===== src/sv/lobm_pkg.sv =====
// Shared codes and the record type that travels down the cell chain.
// Used by lobm_cell and limit_order_book_matcher; depends on nothing.
package lobm_pkg;

  // request codes on req_type
  localparam logic [1:0] REQ_ADD    = 2'd0;
  localparam logic [1:0] REQ_CANCEL = 2'd1;
  localparam logic [1:0] REQ_QUERY  = 2'd2;
  localparam logic [1:0] REQ_CLEAR  = 2'd3;

  // pass operations
  localparam logic [2:0] OP_ADD    = 3'd0;
  localparam logic [2:0] OP_UPD    = 3'd1;
  localparam logic [2:0] OP_CANCEL = 3'd2;
  localparam logic [2:0] OP_QUERY  = 3'd3;
  localparam logic [2:0] OP_CLEAR  = 3'd4;

  // result status codes
  localparam logic [2:0] ST_NONE    = 3'd0;
  localparam logic [2:0] ST_PENDING = 3'd1;
  localparam logic [2:0] ST_PARTIAL = 3'd2;
  localparam logic [2:0] ST_FILLED  = 3'd3;
  localparam logic [2:0] ST_REJECT  = 3'd4;

  typedef struct packed {
    logic        v;
    logic [15:0] price;
    logic [31:0] id;
    logic [15:0] qty;
    logic [15:0] filled;
    logic [23:0] avg;
  } lobm_best_t;

  typedef struct packed {
    logic [2:0]  op;
    logic [31:0] key;       // new id for add, target id for cancel/query
    logic [15:0] qty;
    logic [15:0] price;
    logic        sell;
    logic        mkt;
    logic        b_en;      // update of the resting order at cmd_idx
    logic [15:0] b_filled;
    logic [23:0] b_avg;
    logic [15:0] n_filled;  // update of the incoming order
    logic [23:0] n_avg;
    logic        n_rest;
    logic        n_last;
    logic        hit;       // free slot claimed or id found
    logic [15:0] hit_filled;
    logic [15:0] hit_qty;
    logic [23:0] hit_avg;
    logic        hit_rest;
    logic        hit_sell;
    lobm_best_t  bid;
    lobm_best_t  ask;
  } lobm_rec_t;

endpackage


===== src/sv/lobm_cell.sv =====
// One order slot of the book; acts on the passing record and forwards it.
// Depends on lobm_pkg.
module lobm_cell #(
  parameter int unsigned IW  = 6,
  parameter int unsigned IDX = 0
) (
  input  logic                clk_i,
  input  logic                rst_ni,
  input  logic                vld_i,
  input  lobm_pkg::lobm_rec_t rec_i,
  input  logic [IW-1:0]       cmd_idx_i,
  input  logic [IW-1:0]       bid_idx_i,
  input  logic [IW-1:0]       ask_idx_i,
  output logic                vld_o,
  output lobm_pkg::lobm_rec_t rec_o,
  output logic [IW-1:0]       cmd_idx_o,
  output logic [IW-1:0]       bid_idx_o,
  output logic [IW-1:0]       ask_idx_o
);
  import lobm_pkg::*;

  localparam logic [IW-1:0] MyIdx = IW'(IDX);

  logic valid_q, valid_d, rest_q, rest_d, newb_q, newb_d;
  logic sell_q, sell_d, mkt_q, mkt_d;
  logic [31:0] id_q, id_d;
  logic [15:0] qty_q, qty_d, filled_q, filled_d, price_q, price_d;
  logic [23:0] avg_q, avg_d;

  logic vld_q;
  lobm_rec_t rec_q, rec_d;
  logic [IW-1:0] cidx_q, bidx_q, bidx_d, aidx_q, aidx_d;
  logic id_hit, erase;

  always_comb begin
    valid_d = valid_q; rest_d = rest_q; newb_d = newb_q;
    sell_d = sell_q; mkt_d = mkt_q; id_d = id_q; qty_d = qty_q;
    filled_d = filled_q; price_d = price_q; avg_d = avg_q;
    rec_d  = rec_i;
    bidx_d = bid_idx_i;
    aidx_d = ask_idx_i;
    id_hit = !rec_i.hit && valid_q && (id_q == rec_i.key);
    erase  = (filled_q != 16'd0) && ((filled_q >= qty_q) || mkt_q);
    if (vld_i) begin
      case (rec_i.op)
        OP_ADD: begin
          if (!rec_i.hit && !valid_q) begin
            valid_d = 1'b1; rest_d = 1'b0; newb_d = 1'b1;
            sell_d = rec_i.sell; mkt_d = rec_i.mkt; id_d = rec_i.key;
            qty_d = rec_i.qty; filled_d = 16'd0; price_d = rec_i.price;
            avg_d = 24'd0;
            rec_d.hit = 1'b1;
          end
        end
        OP_UPD: begin
          if (rec_i.b_en && (cmd_idx_i == MyIdx)) begin
            filled_d = rec_i.b_filled;
            avg_d    = rec_i.b_avg;
            if (rec_i.b_filled >= qty_q) rest_d = 1'b0;
          end
          if (newb_q) begin
            filled_d = rec_i.n_filled;
            avg_d    = rec_i.n_avg;
            rest_d   = rec_i.n_rest;
            if (rec_i.n_last) newb_d = 1'b0;
          end
        end
        OP_CANCEL, OP_QUERY: begin
          if (id_hit) begin
            rec_d.hit        = 1'b1;
            rec_d.hit_filled = filled_q;
            rec_d.hit_qty    = qty_q;
            rec_d.hit_avg    = avg_q;
            rec_d.hit_rest   = rest_q;
            rec_d.hit_sell   = sell_q;
            if ((rec_i.op == OP_CANCEL) ? rest_q : erase) begin
              valid_d = 1'b0; rest_d = 1'b0;
            end
          end
        end
        OP_CLEAR: begin
          valid_d = 1'b0; rest_d = 1'b0; newb_d = 1'b0;
        end
        default: ;
      endcase
      // best price accumulation on post-update contents
      if (rest_d && sell_d) begin
        if (!rec_i.ask.v || (price_d < rec_i.ask.price) ||
            ((price_d == rec_i.ask.price) && (id_d < rec_i.ask.id))) begin
          rec_d.ask = '{v: 1'b1, price: price_d, id: id_d, qty: qty_d,
                        filled: filled_d, avg: avg_d};
          aidx_d = MyIdx;
        end
      end else if (rest_d) begin
        if (!rec_i.bid.v || (price_d > rec_i.bid.price) ||
            ((price_d == rec_i.bid.price) && (id_d < rec_i.bid.id))) begin
          rec_d.bid = '{v: 1'b1, price: price_d, id: id_d, qty: qty_d,
                        filled: filled_d, avg: avg_d};
          bidx_d = MyIdx;
        end
      end
    end
  end

  always_ff @(posedge clk_i or negedge rst_ni) begin
    if (!rst_ni) begin
      valid_q <= 1'b0; rest_q <= 1'b0; newb_q <= 1'b0; vld_q <= 1'b0;
    end else begin
      valid_q <= valid_d; rest_q <= rest_d; newb_q <= newb_d; vld_q <= vld_i;
    end
  end

  always_ff @(posedge clk_i) begin
    sell_q <= sell_d; mkt_q <= mkt_d; id_q <= id_d; qty_q <= qty_d;
    filled_q <= filled_d; price_q <= price_d; avg_q <= avg_d;
    rec_q <= rec_d; cidx_q <= cmd_idx_i; bidx_q <= bidx_d; aidx_q <= aidx_d;
  end

  assign vld_o     = vld_q;
  assign rec_o     = rec_q;
  assign cmd_idx_o = cidx_q;
  assign bid_idx_o = bidx_q;
  assign ask_idx_o = aidx_q;

endmodule


===== config.mk =====
export PLATFORM = sky130hd
export DESIGN_NAME = lobm_cell
export DESIGN_NICKNAME = d
export VERILOG_FILES = /design/src/sv/lobm_pkg.sv /design/src/sv/lobm_cell.sv
export SDC_FILE = /design/constraint.sdc
export NUM_CORES = 1
export LEC_CHECK = 0
export ABC_AREA = 1
export BUFFER_PORTS_ARGS = -buffer_cell sky130_fd_sc_hd__buf_2
export CORE_AREA = 4 4 345 347
export CTS_CLUSTER_SIZE = 16
export DETAILED_ROUTE_END_ITERATION = 7
export DIE_AREA = 0 0 349 351
export HOLD_SLACK_MARGIN = 0.06
export SLEW_MARGIN = 20
export SYNTH_ARGS = -nofsm -noshare
export SYNTH_HDL_FRONTEND = slang
export SYNTH_SLANG_ARGS = --single-unit

===== constraint.sdc =====
create_clock -name clk_i -period 4.2 [get_ports clk_i]
set_input_delay 0.63 -clock clk_i [delete_from_list [all_inputs] [get_ports clk_i]]
set_output_delay 0.63 -clock clk_i [all_outputs]
set_load 0.03 [all_outputs]

==> flow_metrics.py <==
metrics = {
    "detailed_routing": {
        "avgRoutedWirePerCell_um": 22.3,
        "post-route-drc-count": 0,
        "dr_total_vias": 21143,
        "dr.pass1.iters": 5,
        "drt_wl_total_mm": 111,
        "drt_iter0_markers": 1456,
        "vias_per_cell": 4.23,
        "drt.antenna.violating_nets": 0,
    },
    "worst_setup_path": {
        "timing.critical_path.from_type": "flip-flop",
        "crit-reg2reg-capture": "rec_o[139]",
        "setup.reg_to_reg.worst_slack_ns": 0.33,
        "critical_path_required_ns": 4.75,
        "rr_worst_depth": 18,
        "critPathSlowestCell": "sky130_fd_sc_hd__o21ai_0",
        "timing.critical_path.slowest_cell_delay_ns": 0.79,
        "worst_path_dominant_cell_family": "simple AND/OR/NAND/NOR gates",
        "timing.rr.start": "valid_q",
        "worstSetupEndpointType": "flip-flop",
        "worst_path_maximum_fanout": 51,
        "critical_path.cell_chain": "nor2_2, nand3_4, buf_12, o21ai_0, ha_1, a21oi_1, o21ai_0, nand3_1, nand2_1, nand2_1, a21oi_1, a211oi_1, nand2_1, nand2_8, nand2_8, buf_12, nand2_1, nand2_1",
        "critPathKind": "flip-flop to flip-flop",
        "critPathBufInv": 2,
        "worstPathArrival_ns": 4.42,
        "critPathMostFrequentCell": "sky130_fd_sc_hd__nand2_1",
    },
    "layout": {
        "finalInstanceArea_mm2": 0.0311,
        "layout.filler_cells": 12457,
        "final_cell_mix": "sky130_fd_sc_hd__buf_2 (880), sky130_fd_sc_hd__nand2_1 (733), sky130_fd_sc_hd__dfxtp_1 (439)",
        "synthToLayoutAreaGrowth_pct": 44.4,
        "number_of_nets_in_the_finished_design": 3965,
        "drive_above_1_share_pct": 32.3,
        "mostFrequentLayoutCell": "sky130_fd_sc_hd__buf_2",
    },
    "clock_tree": {
        "cts_setup_buffers": 0,
        "h-tree-depth": 3,
        "clk_pin_slew_ns": 0.06,
        "ctsRootBufferMaster": "sky130_fd_sc_hd__clkbuf_16",
        "numCtsBuffers": 69,
        "clock_insertion_delay_worst_skew_ns": 0.62,
        "cts_tree": "built",
        "cts_buffer_depth": 3,
        "clock_sinks": 549,
    },
    "sta": {
        "worst_slew_pin_slew_ns": 0.995,
        "timing.setup.tns_ns": 0,
        "min_period_ns": 3.87,
        "period_share_pct": 92.2,
        "final.hold.worst_slack_ns": 0.140,
        "achievable-frequency_mhz": 258,
        "worst_slack_ns": 0.327,
        "maxSlewHeadroom_pct": 32.9,
        "rsz0062_at_grt": "false",
        "report.final.slew_viol_count": 0,
        "timing_hold_violations_final": 0,
        "fin_worst_skew_ns": 0.0172,
        "report.final.setup_viol": 0,
    },
    "yosys": {
        "synth_warnings": 0,
        "yosys_register_bits": 549,
        "synth_cell_type_count": 46,
        "synth_area_mm2": 0.0215,
        "synth_flop_cell": "sky130_fd_sc_hd__dfxtp_1",
        "synth-edff-count": 106,
        "synth.yosys.seq_area_share_pct": 56.0,
        "synth.net_count": 3000,
        "synth-async-reset-ratio_pct": 0.729,
        "syn_inst": 2432,
        "average_instance_area_after_synthesis_um2": 8.86,
    },
    "global_routing": {
        "grt_start_max_net_pins": 96,
        "grt_first_pass_wirelength_mm": 152,
        "use_met2_pct": 28.5,
        "gr-usage-met1_pct": 21.3,
        "grt_util_met3_pct": 5.17,
        "top_usage_layer": "met2",
        "grt_pass1_vias": 20748,
        "grt_overflow_total": 0,
        "total_routing_usage_gr_pct": 17.3,
        "antenna_found_initial": 31,
    },
    "min_path": {
        "min-delay-path-class": "primary input to flip-flop",
        "worst_hold_path.endpoint": "rec_o[401]",
        "timing.hold.worst.start": "rec_i[401]",
        "min_delay_path_depth": 1,
    },
    "floorplanning": {
        "core_mm2": 0.116,
        "die_h_um": 351,
        "fp-row-count": 125,
        "start_util_pct": 18.6,
        "die_area_mm2": 0.122,
        "dieWidth_um": 349,
        "pin_count": 882,
    },
    "placed_design": {
        "dpl.hpwl_mm": 90.1,
        "pre_cts_slack_ns": -0.241,
        "routabilityCongestion": 0.879,
        "port_buffer_count": 881,
        "cell_area_placed_mm2": 0.0284,
    },
    "status": {
        "status": "finished, final reports clean",
    },
    "power_and_ir_drop": {
        "max-vdd-ir-drop_mv": 0.317,
        "post-layout-total-power_mw": 14.5,
        "p_leak_nw": 15.5,
        "power_per_unit_of_standard_cell_area_mw_per_mm2": 465,
    },
    "flow_run": {
        "max_cap_violations": 0,
    },
}
## synth_stat cells, types with 4 or more instances
cell type / number / share of area (%)
sky130_fd_sc_hd__a211oi_1: 5 / 0.17
sky130_fd_sc_hd__a21boi_0: 14 / 0.49
sky130_fd_sc_hd__a21oi_1: 85 / 2.0
sky130_fd_sc_hd__a31oi_1: 5 / 0.15
sky130_fd_sc_hd__buf_2: 59 / 1.4
sky130_fd_sc_hd__buf_4: 11 / 0.38
sky130_fd_sc_hd__clkbuf_1: 44 / 0.77
sky130_fd_sc_hd__dfrtp_1: 4 / 0.46
sky130_fd_sc_hd__dfxtp_1: 439 / 41
sky130_fd_sc_hd__edfxtp_1: 106 / 15
sky130_fd_sc_hd__ha_1: 126 / 7.3
sky130_fd_sc_hd__inv_1: 233 / 4.1
sky130_fd_sc_hd__nand2_1: 734 / 13
sky130_fd_sc_hd__nand2_2: 6 / 0.17
sky130_fd_sc_hd__nand3_1: 234 / 5.4
sky130_fd_sc_hd__nand4_1: 14 / 0.41
sky130_fd_sc_hd__nor2_1: 54 / 0.94
sky130_fd_sc_hd__nor3_1: 8 / 0.19
sky130_fd_sc_hd__nor4_1: 7 / 0.20
sky130_fd_sc_hd__o21a_1: 59 / 2.1
sky130_fd_sc_hd__o21ai_0: 101 / 2.3
sky130_fd_sc_hd__o22ai_1: 42 / 1.2
sky130_fd_sc_hd__xnor2_1: 7 / 0.28
sky130_fd_sc_hd__xor2_1: 5 / 0.20
## cells by family (layout without fill, tap and decap cells)
kind of cell | Yosys count | after routing | synth area share, %
AO/OA/AOI/OAI | 324 | 324 | 8.86
XOR/XNOR | 12 | 12 | 0.488
adder cells (fa/ha/maj) | 126 | 126 | 7.32
buffers and inverters | 352 | 1373 | 6.70
flip-flops | 549 | 549 | 56.0
multiplexers | 1 | 1 | 0.0523
other | 0 | 20 | 0
AND/OR/NAND/NOR | 1068 | 1068 | 20.6
## worst max-delay path by stage
stage          cells past startpoint    endpoint  slack, ns        from
2_1_floorplan                     21  rec_o[162]       0.85  rec_i[268]
3_3_place_gp                      20   rec_o[72]      -0.23  rec_i[419]
3_5_place_dp                      20   rec_o[69]      -0.24  rec_i[419]
4_1_cts                           18   rec_o[69]       0.11     valid_q
5_1_grt                           18  rec_o[139]       0.02     valid_q
6_report                          18  rec_o[139]       0.33     valid_q
## registers in the layout, summed over array words and instances (netlist names), 16 cells and up
name / count
rec_o: 421
avg_q: 24
id_q: 32
filled_q: 16
qty_q: 16
price_q: 16
## routing by layer
| layer | part of all wire, % | vias up |
|---|---|---|
| li1 | - | 9949 |
| met3 | 8.7 | 185 |
| met2 | 47 | 971 |
| met4 | 3.5 | 18 |
| met5 | 0.10 | - |
| met1 | 41 | 10020 |
## metrics by stage
step / cells / utilization [%]
floorplan: 2432 / -
global placement: 4819 / 24.5
detailed placement: 4819 / 24.5
CTS: 4977 / 26.8
global route: 4987 / 26.8
finish: 4997 / 26.8
## repair_timing
action	CTS	global route
resized for setup	0	4
hold endpoints to repair	34	0
hold buffers	31	0
setup endpoints to repair	0	78
## power breakdown
part / internal [mW] / switching (mW)
Combinational: 0.784 / 1.77
Sequential: 5.76 / 0.147
Clock: 3.50 / 2.52
## layout make-up
| type | count | area [µm²] | area share [%] |
|---|---|---|---|
| well taps | 1524 | 1910 | 6.13 |
| repair buffers | 1010 | 5760 | 18.5 |
| clock buffers | 94 | 1980 | 6.38 |
| clock inverters | 33 | 323 | 1.04 |
| multi-input cells | 1531 | 8120 | 26.1 |
| inverters | 236 | 886 | 2.85 |
| diodes | 20 | 50.0 | 0.161 |
| flip-flops and latches | 549 | 12100 | 38.8 |
No activity file was read; power rests on OpenSTA's default activity.
