==> config.mk <==
export PLATFORM = sky130hd
export DESIGN_NAME = lobm_div
export DESIGN_NICKNAME = d
export VERILOG_FILES = /design/src/sv/lobm_div.sv
export SDC_FILE = /design/constraint.sdc
export NUM_CORES = 1
export LEC_CHECK = 0
export ABC_AREA = 1
export ABC_CLOCK_PERIOD_IN_PS = 2450
export BUFFER_PORTS_ARGS = -buffer_cell sky130_fd_sc_hd__buf_4
export CAP_MARGIN = 20
export CORE_ASPECT_RATIO = 0.75
export CORE_UTILIZATION = 35
export CTS_CLUSTER_DIAMETER = 120
export CTS_CLUSTER_SIZE = 40
export DETAILED_ROUTE_END_ITERATION = 10
export GPL_TIMING_DRIVEN = 0
export PLACE_DENSITY = 0.57
export SYNTH_ARGS = -nofsm -noshare
export SYNTH_HDL_FRONTEND = slang
export SYNTH_SLANG_ARGS = --single-unit
==> constraint.sdc <==
create_clock -name clk_i -period 2.45 [get_ports clk_i]
set_input_delay 0.1225 -clock clk_i [delete_from_list [all_inputs] [get_ports clk_i]]
set_output_delay 0.1225 -clock clk_i [all_outputs]
set_load 0.02 [all_outputs]
==> src/sv/lobm_div.sv <==
// Restoring divider for average prices, one quotient bit per cycle.
// Quotient must fit 24 bits. Depends on nothing.
module lobm_div (
  input  logic        clk_i,
  input  logic        rst_ni,
  input  logic        start_i,
  input  logic [40:0] num_i,
  input  logic [16:0] den_i,
  output logic        done_o,
  output logic [23:0] quo_o
);
  logic [16:0] rem_q, rem_d, den_q;
  logic [23:0] sh_q, sh_d;
  logic [4:0]  cnt_q, cnt_d;
  logic        busy_q, busy_d, done_q, done_d;
  logic [17:0] trial;

  always_comb begin
    rem_d = rem_q; sh_d = sh_q; cnt_d = cnt_q; busy_d = busy_q; done_d = 1'b0;
    trial = {rem_q, sh_q[23]};
    if (start_i) begin
      rem_d = num_i[40:24]; sh_d = num_i[23:0]; cnt_d = 5'd24; busy_d = 1'b1;
    end else if (busy_q) begin
      if (trial >= {1'b0, den_q}) begin
        rem_d = 17'(trial - {1'b0, den_q});
        sh_d  = {sh_q[22:0], 1'b1};
      end else begin
        rem_d = trial[16:0];
        sh_d  = {sh_q[22:0], 1'b0};
      end
      cnt_d = cnt_q - 5'd1;
      if (cnt_q == 5'd1) begin
        busy_d = 1'b0; done_d = 1'b1;
      end
    end
  end

  always_ff @(posedge clk_i or negedge rst_ni) begin
    if (!rst_ni) begin
      busy_q <= 1'b0; done_q <= 1'b0; cnt_q <= 5'd0;
    end else begin
      busy_q <= busy_d; done_q <= done_d; cnt_q <= cnt_d;
    end
  end

  always_ff @(posedge clk_i) begin
    rem_q <= rem_d; sh_q <= sh_d;
    if (start_i) den_q <= den_i;
  end

  assign done_o = done_q;
  assign quo_o  = sh_q;

endmodule

==> results of run 1 <==
stage by stage:
step	setup WS (ns)	util (%)	setup TNS (ns)
5_1_grt	0.0366	48.6	0
3_5_place_dp	0.0500	44.0	0
3_3_place_gp	-0.827	43.8	-35.27
6_report	0.174	48.6	0
4_1_cts	0.0225	48.4	0
2_1_floorplan	0.299	-	0
sequential cells by signal, summed over array words and instances, names as in the netlist:
| register | flops |
|---|---|
| busy_q | 1 |
| cnt_q | 5 |
| den_q | 17 |
| done_o | 1 |
| quo_o | 24 |
| rem_q | 17 |
cells by family (layout without fill, tap and decap cells):
family	after synthesis	after routing
DFF	65	65
and+or+nand+nor	295	295
adders and majority gates	20	20
buffers and inverters	91	212
xor gates and xnor gates	6	6
AOI/OAI and AO/OA	29	29
repair_timing:
action                                 CTS  global route
hold buffers                            18             0
endpoints found under the hold margin   24             0
setup endpoints to repair                0            13
resized for setup                        0             4
setup buffers                            0             1
cell usage after synthesis, drive strengths merged (3+ instances only):
cell type	number
clkbuf	8
nand3b	9
edfxtp	58
nor3	3
ha	19
dfrtp	7
xnor2	4
o21ai	14
inv	77
buf	6
nand3	40
nand4	3
nand2	209
nor2	27
a21oi	11
worst max-delay path by stage:
stage | end | slack (ns) | depth (start not counted)
after floorplan | rem_q[10] | 0.30 | 11
after global placement | rem_q[15] | -0.83 | 5
after detailed placement | rem_q[7] | 0.05 | 11
after CTS | rem_q[7] | 0.02 | 11
after global routing | rem_q[12] | 0.04 | 14
final | rem_q[3] | 0.17 | 11
area by class of cell:
class	count	area share, %
multi-input combinational	350	32.8
timing repair buffer	105	15.7
tap	140	3.26
clock inverter	7	1.47
buffer	14	1.54
clock buffer	9	4.19
inverter	77	5.38
sequential	65	35.7
worst reg2reg max path, cell delays in order (launching register included):
cell	delay [ns]
edfxtp_1	0.44
inv_1	0.08
ha_1	0.18
inv_1	0.11
fa_2	0.39
nand3_1	0.14
nand3_2	0.10
nand2_2	0.14
nand2_4	0.09
buf_6	0.15
nor2_1	0.09
o21ai_1	0.10
where the power goes:
part	total (W)	internal, W	switching (W)
combinational	0.00236	0.000932	0.00142
clock	0.00133	0.000798	0.000531
sequential	0.00158	0.00147	0.000113
total	0.00527	0.00320	0.00207
layer usage:
layer,up-vias,wire [um]
li1,1840,-
met1,1607,5170
met2,110,4270
met3,8,757
met4,0,78
met5,-,0
==> run metrics, run 1 <==
Port Buffer Count 85; area grow syn2layout 33.1%; Final Cycle Share roughly 93%; RD Place Congestion 0.889; Die Area approximately 12000 sq um; CTS buffer count 9; register-to-register setup slack 0.17 ns; status complete, no violations; worst min path class input port to flip-flop; relative slew slack 52.4%; Tot Pwr 0.00527 W; hold path cells 3; ys async rst share 10.8%; synthesized cell area 4040 sq um; DR DRC count 0; I/O Pins 86; dpl hpwl 7.52 mm; initial antenna violation count 0; r2r startpoint quo_o[23]; CP Launch Point quo_o[23]; Pwr Density 980 nW/um^2; Final Hold Vio Count 0; Req. time, crit path 2.52 ns; syn_nets 587; DRT Pass-1 Iters 6; post-synthesis compound-gate area fraction 3.78%; reg2reg end rem_q[3]; top-area cell type share of the netlist area 43.1%; HP Start num_i[10]; Post-synth EDFFs 58; commonest non-fill, non-tap cell in the layout nand2_1; TritonCTS clock tree done; filler cell count 1092; number of global-route vias before repair approximately 3400; Yosys reg bits 65; Cell Count Post-Placement 732; GRT Resource Usage Total 18.3%; Crit. End Element flip-flop; Slowest cell on crit path edfxtp_1; xor and xnor fraction of the mapped netlist area approximately 1.3%; Synth Area in Adders 6.38%; Synth Area per Inst around 8.0 sq um; Max-cap violations 0; worst-margin pin slew 0.714 ns; Non-Filler Cell Area, Final 5370 sq um; Worst setup SP type flip-flop; Post-Synth Simple-Gate Area 32.0%; Routed WL 10.3 mm; CTS H-tree lvls 3; via/cell ratio 4.65; most frequent cells in the layout nand2_1, buf_4, inv_1; register area share after synthesis a little under half; GRT overflow 0; Die X ~130 um; worst vdd ir ~0.43 mV; Register Area 1920 sq um; CTS Sinks 65; synth unique cells 34; final setup fails 0; P_leak 2.76 nW; CTS root buf clkbuf_16; top_reg_cell synth edfxtp_1; largest family of logic cells by synthesized area simple AND/OR/NAND/NOR gates; cells after synthesis 506; DR iter-0 viols 187; placed inst area 4870 sq um; Final min period between 2 and 2.5 ns; drt wl/cell around 13 um; ratio of cells with drive above 1 in the final layout 20.7%; Multi-input gate area 1760 sq um; Worst path top cell family by delay adder cells; WP buf/inv 3; M1 GR Usage 25.3%; GRT met2 Usage 27.7%; clock buffer depth 2; layer with the highest usage met2; RSZ-0062 raised after global routing no; Placeable Area 11100 sq um; skew final 0.00760 ns; antenna-violating nets left 0; hold slack just over 0.05 ns; pin count of the biggest net entering global routing 26; GRT met3 Usage approximately 5.7%; yosys warns 0; worst reg-to-reg path cell count 11; Initial Utilization 36.5%; clk_lat worst skew ~0.34 ns; fmax 439 MHz; first-pass GRT wire length 16.8 mm; via count 3565; critical path class flip-flop to flip-flop; Top cell by count, worst path inv_1; Worst Hold End quo_o[10]; Worst path max stage delay 0.44 ns; post-synthesis mux area share 0%; nets ~700; Clock Pin Slew Worst Setup and Hold Paths 0.07 ns; Crit Path Max Fanout 10; Synth area leader edfxtp_1; final cell count without fillers 767; Worst Path Arrival 2.35 ns; Ant. Diodes 0; CP cell instances inv_1 -> ha_1 -> inv_1 -> fa_2 -> nand3_1 -> nand3_2 -> nand2_2 -> nand2_4 -> buf_6 -> nor2_1 -> o21ai_1; fin. max-slew vios 0; Site Rows 33; die height 95.0 um; main area contributors after synthesis edfxtp_1, nand2_1, inv_1
(Power assumes the default switching activity.)
==> inputs of run 2 (changes only) <==
- CORE_ASPECT_RATIO: 0.75 -> 1.1
==> run 2 against run 1 <==
First-iteration DRC count down 25%; die area barely moved; power down 1.5%; core utilization is 0.15 points lower; count of clock-buffer cells in the layout up 2; flip-flop and latch count stayed put; via count increased by 0.34%; non-clock buffer count down 1; maximum frequency is 0.74% lower; register-to-register slack worse by 0.02 ns; global-route usage rose by 0.35 points; critical path type unchanged; largest cell class unchanged.
==> run metrics, run 2 (same netlist as run 1, synthesis figures left out) <==
fin util approximately half; Die X 104 um; setup repair bufs after CTS 0; Ant. Diodes 0; via/cell ratio 4.63; antenna-violating nets left 0; relative slew slack about 50%; filler cell count approximately 1100; RD Place Congestion 0.908; pin count of the biggest net entering global routing 24; worst min path class input port to flip-flop; nets 702; GRT overflow 0; Port Buffer Count 85; Worst Path Arrival 2.37 ns; hold slack 0.0543 ns; Final min period between 2 and 2.5 ns; TritonCTS clock tree done; number of global-route vias before repair 3688; Routed WL 10.2 mm; final cell count without fillers 772; clock buffer depth 2; commonest non-fill, non-tap cell in the layout nand2_1; Die Area 12000 sq um; P_leak 2.75 nW; Final Cycle Share between 90% and 100%; Pwr Density 968 nW/um^2; Req. time, crit path 2.53 ns; Comb pwr share a little under half; M1 GR Usage 21.8%; ratio of cells with drive above 1 in the final layout about a fifth; setup TNS 0 ns; DRT Pass-1 Iters 4; final setup fails 0; dpl hpwl 7.54 mm; area grow syn2layout 32.6%; CTS buffer count 9; Placeable Area 11100 sq um; initial antenna violation count 0; Final Hold Vio Count 0; fmax around 440 MHz; worst-margin pin slew 0.736 ns; Cell Count Post-Placement 739; clk_lat worst skew 0.33 ns; via count roughly 3600; Multi-input gate area between 1500 and 2000 sq um; power share of the clock group 23.9%; DR DRC count 0; layer with the highest usage met2; CTS root buf clkbuf_16; Register Area around 1900 sq um; Psw around 0.0020 W; drt wl/cell 13.3 um; I/O Pins 86; max FFs per register 24; DR iter-0 viols 140; Internal Power 0.00318 W; status complete, no violations; CTS H-tree lvls 3; Crit. End Element flip-flop; Site Rows 40; GRT met2 Usage 32.4%; GRT Resource Usage Total 18.6%; critical path class flip-flop to flip-flop; CTS Sinks 65; first-pass GRT wire length 17.4 mm; worst vdd ir 0.370 mV; GRT met3 Usage 4.38%; Initial Utilization 36.5%; Max-cap violations 0; most frequent cells in the layout nand2_1, buf_4, inv_1; Crit Path Max Fanout 10; fin. max-slew vios 0; die height 115 um; Clock Pin Slew Worst Setup and Hold Paths 0.05 ns; skew final ~0.0047 ns; sequential share of power between 30% and 40%; Worst setup SP type flip-flop; Sw Ratio 38.7%
## run 2: changes by cell type in the layout (fill, tap and decap cells not counted)
cell | before | now
nand2_2 | 5 | 6
buf_16 | 0 | 1
clkbuf_1 | 8 | 10
nand2_1 | 203 | 202
clkinv_2 | 1 | 3
inv_8 | 1 | 0
clkinv_4 | 1 | 0
buf_6 | 2 | 1
clkinvlp_4 | 2 | 0
inv_6 | 1 | 0
buf_12 | 1 | 0
## run 2: final cells by class
type                       count  share of cell area (%)
inverter                      77                    5.40
clock inverter                 4                   0.841
timing repair buffer         104                    15.8
sequential                    65                    35.8
multi-input combinational    350                    32.9
buffer                        14                    1.47
clock buffer                  11                    4.35
tap                          147                    3.43
## run 2: per-stage QoR
step                power (W)  setup WS [ns]  instance area (sq um)
floorplan             0.00333          0.299                   4040
finish                0.00519          0.157                   5360
CTS                   0.00521         0.0180                   5350
global placement      0.00390         -0.814                   4860
global route          0.00562        -0.0153                   5360
detailed placement    0.00392        -0.0362                   4890
## run 2: power groups by stage
stage | combinational, W | clock [W] | sequential (W)
after floorplan | 0.00171 | 0 | 0.00163
after global placement | 0.00230 | 0 | 0.00160
after detailed placement | 0.00231 | 0 | 0.00161
after CTS | 0.00236 | 0.00126 | 0.00159
after global routing | 0.00270 | 0.00131 | 0.00162
final | 0.00236 | 0.00124 | 0.00159
## run 2: worst paths after layout
| check | slack (ns) | to | start | cells after the start |
|---|---|---|---|---|
| setup / recovery | 0.16 | rem_q[5] | quo_o[23] | 11 |
| hold / removal | 0.05 | quo_o[8] | num_i[8] | 3 |
| setup reg to reg | 0.16 | rem_q[5] | quo_o[23] | 11 |
| hold reg to reg | 0.48 | done_o | cnt_q[4] | 1 |
| max in group asynchronous | 2.19 | cnt_q[0] | rst_ni | 2 |
| min in group asynchronous | 0.13 | done_o | rst_ni | 2 |
## run 2: worst max-delay path, stage by stage, from the launching register on
cell and delay (ns):
edfxtp_1 0.43, inv_1 0.09, ha_1 0.18, inv_1 0.11
fa_2 0.39, nand3_1 0.14, nand3_2 0.10, nand2_2 0.13
buf_4 0.23, nand3b_1 0.10, nand3_1 0.09, nand2_1 0.06
## run 2: layer usage
layer  wire length (um)  part of all wire [%]
met2               4870                    48
met1               4560                    45
met4                236                   2.3
met3                566                   5.5
met5                  0                     0
## run 2: timing repair
item	in CTS	in global routing
endpoints found under the setup margin	0	10
hold buffers	18	0
endpoints found under the hold margin	24	0
gates resized for setup	0	4
==> inputs of run 3 (changes only) <==
- RECOVER_POWER: default -> 25
==> run 3 against run 2 <==
Register-to-register slack barely moved; flip-flop and latch count did not move; worst setup slack worse by 0.0024 ns; clock skew about the same; via count about the same; largest cell class unchanged; design area about the same; maximum frequency down 0.10%.
==> run metrics, run 3 (same netlist as run 1, synthesis figures left out) <==
status complete, no violations; post-place setup slack -0.0362 ns; area grow syn2layout 32.5%; setup repair bufs after CTS 0; Routed WL 10.2 mm; skew final 0.00469 ns; placed inst area 4890 sq um; CP cell instances inv_1 -> ha_1 -> inv_1 -> fa_2 -> nand3_1 -> nand3_2 -> nand2_2 -> buf_4 -> nand3b_1 -> nand3_1 -> nand2_1; Non-Filler Cell Area, Final between 5000 and 6000 sq um; clk_lat worst skew 0.33 ns; worst vdd ir 0.370 mV; TritonCTS clock tree done; dpl hpwl around 7.5 mm; GRT overflow 0; Crit. End Element flip-flop; setup TNS 0 ns; P_leak 2.75 nW; CTS Sinks 65; die height around 110 um; Final min period between 2 and 2.5 ns; worst min path class input port to flip-flop; pin count of the biggest net entering global routing 24; DR iter-0 viols 135; Worst setup SP type flip-flop; GRT Resource Usage Total between 10% and 20%; drt wl/cell roughly 13 um; CTS buffer count 9; ratio of cells with drive above 1 in the final layout 20.2%; Site Rows 40; Initial Utilization 36.5%; DR DRC count 0; Placeable Area around 11000 sq um; nets 702; Multi-input gate area 1760 sq um; Clock Pin Slew Worst Setup and Hold Paths around 0.050 ns; I/O Pins 86; CTS root buf clkbuf_16; Worst Setup Slack, final ~0.16 ns; Port Buffer Count 85; initial antenna violation count 0; CTS H-tree lvls 3; most frequent cells in the layout nand2_1, inv_1, buf_4; filler cell count about 1100; Final Hold Vio Count 0; Die Area 12000 sq um; max FFs per register 24; DRT Pass-1 Iters 4; Register Area 1920 sq um; hold slack 0.0545 ns; Die X 104 um; Crit Path Max Fanout 10; Pwr Density 969 nW/um^2; fin. max-slew vios 0; number of global-route vias before repair about 3700; critical path class flip-flop to flip-flop; Final Cycle Share 93.7%; first-pass GRT wire length 17.4 mm; Worst Path Arrival 2.38 ns; RD Place Congestion ~0.91; fin util between 40% and 50%; Req. time, crit path 2.53 ns; commonest non-fill, non-tap cell in the layout nand2_1; Ant. Diodes 0; Slowest cell on crit path edfxtp_1; final setup fails 0; Max-cap violations 0; Worst path max stage delay between 0.4 and 0.5 ns; via count 3576; fmax 436 MHz; via/cell ratio 4.63; worst-margin pin slew 0.733 ns; relative slew slack 51.2%; antenna-violating nets left 0; register-to-register setup slack 0.16 ns; clock buffer depth 2
run 3: layout make-up:
class | count | share of cell area, %
timing repair buffer | 104 | 15.7
sequential | 65 | 35.8
inverter | 77 | 5.40
buffer | 14 | 1.47
tap | 147 | 3.44
multi-input combinational | 350 | 32.9
clock buffer | 11 | 4.35
clock inverter | 4 | 0.842
run 3: path summary, 6_finish.rpt:
check | from | to | depth (start not counted)
setup / recovery | quo_o[23] | rem_q[5] | 11
hold / removal | num_i[8] | quo_o[8] | 3
setup reg to reg | quo_o[23] | rem_q[5] | 11
hold reg to reg | cnt_q[4] | done_o | 1
max in group asynchronous | rst_ni | cnt_q[0] | 2
min in group asynchronous | rst_ni | done_o | 2
run 3: what timing repair did:
action / in CTS / in global routing
endpoints found under the hold margin: 24 / 0
resized for setup: 0 / 4
hold buffers: 18 / 0
setup endpoints to repair: 0 / 10
run 3: metal layers:
metal  vias to the layer above  part of all wire, %  GRT usage [%]
li1                       1841                    -              -
met1                      1633                   45           21.8
met3                        19                  5.5           4.38
met2                        83                   48           32.4
met4                         0                  2.3           8.38
met5                         -                    0              0
run 3: critical path: cells and delay by family, from the launching register on:
family,cells,cell delay [ns]
fa+ha+maj,2,0.57
buf+inv,3,0.42
flops,1,0.43
simple gates,6,0.62
run 3: where the power goes:
group          internal, W  switching, W  leakage [nW]
clock network     0.000776      0.000461         0.139
logic             0.000929       0.00143          1.92
registers          0.00147      0.000116         0.693
run 3: through the flow:
step,instances,power [W]
finish,772,0.00518
detailed placement,739,0.00392
global placement,738,0.00390
global route,772,0.00562
CTS,772,0.00521
floorplan,506,0.00333
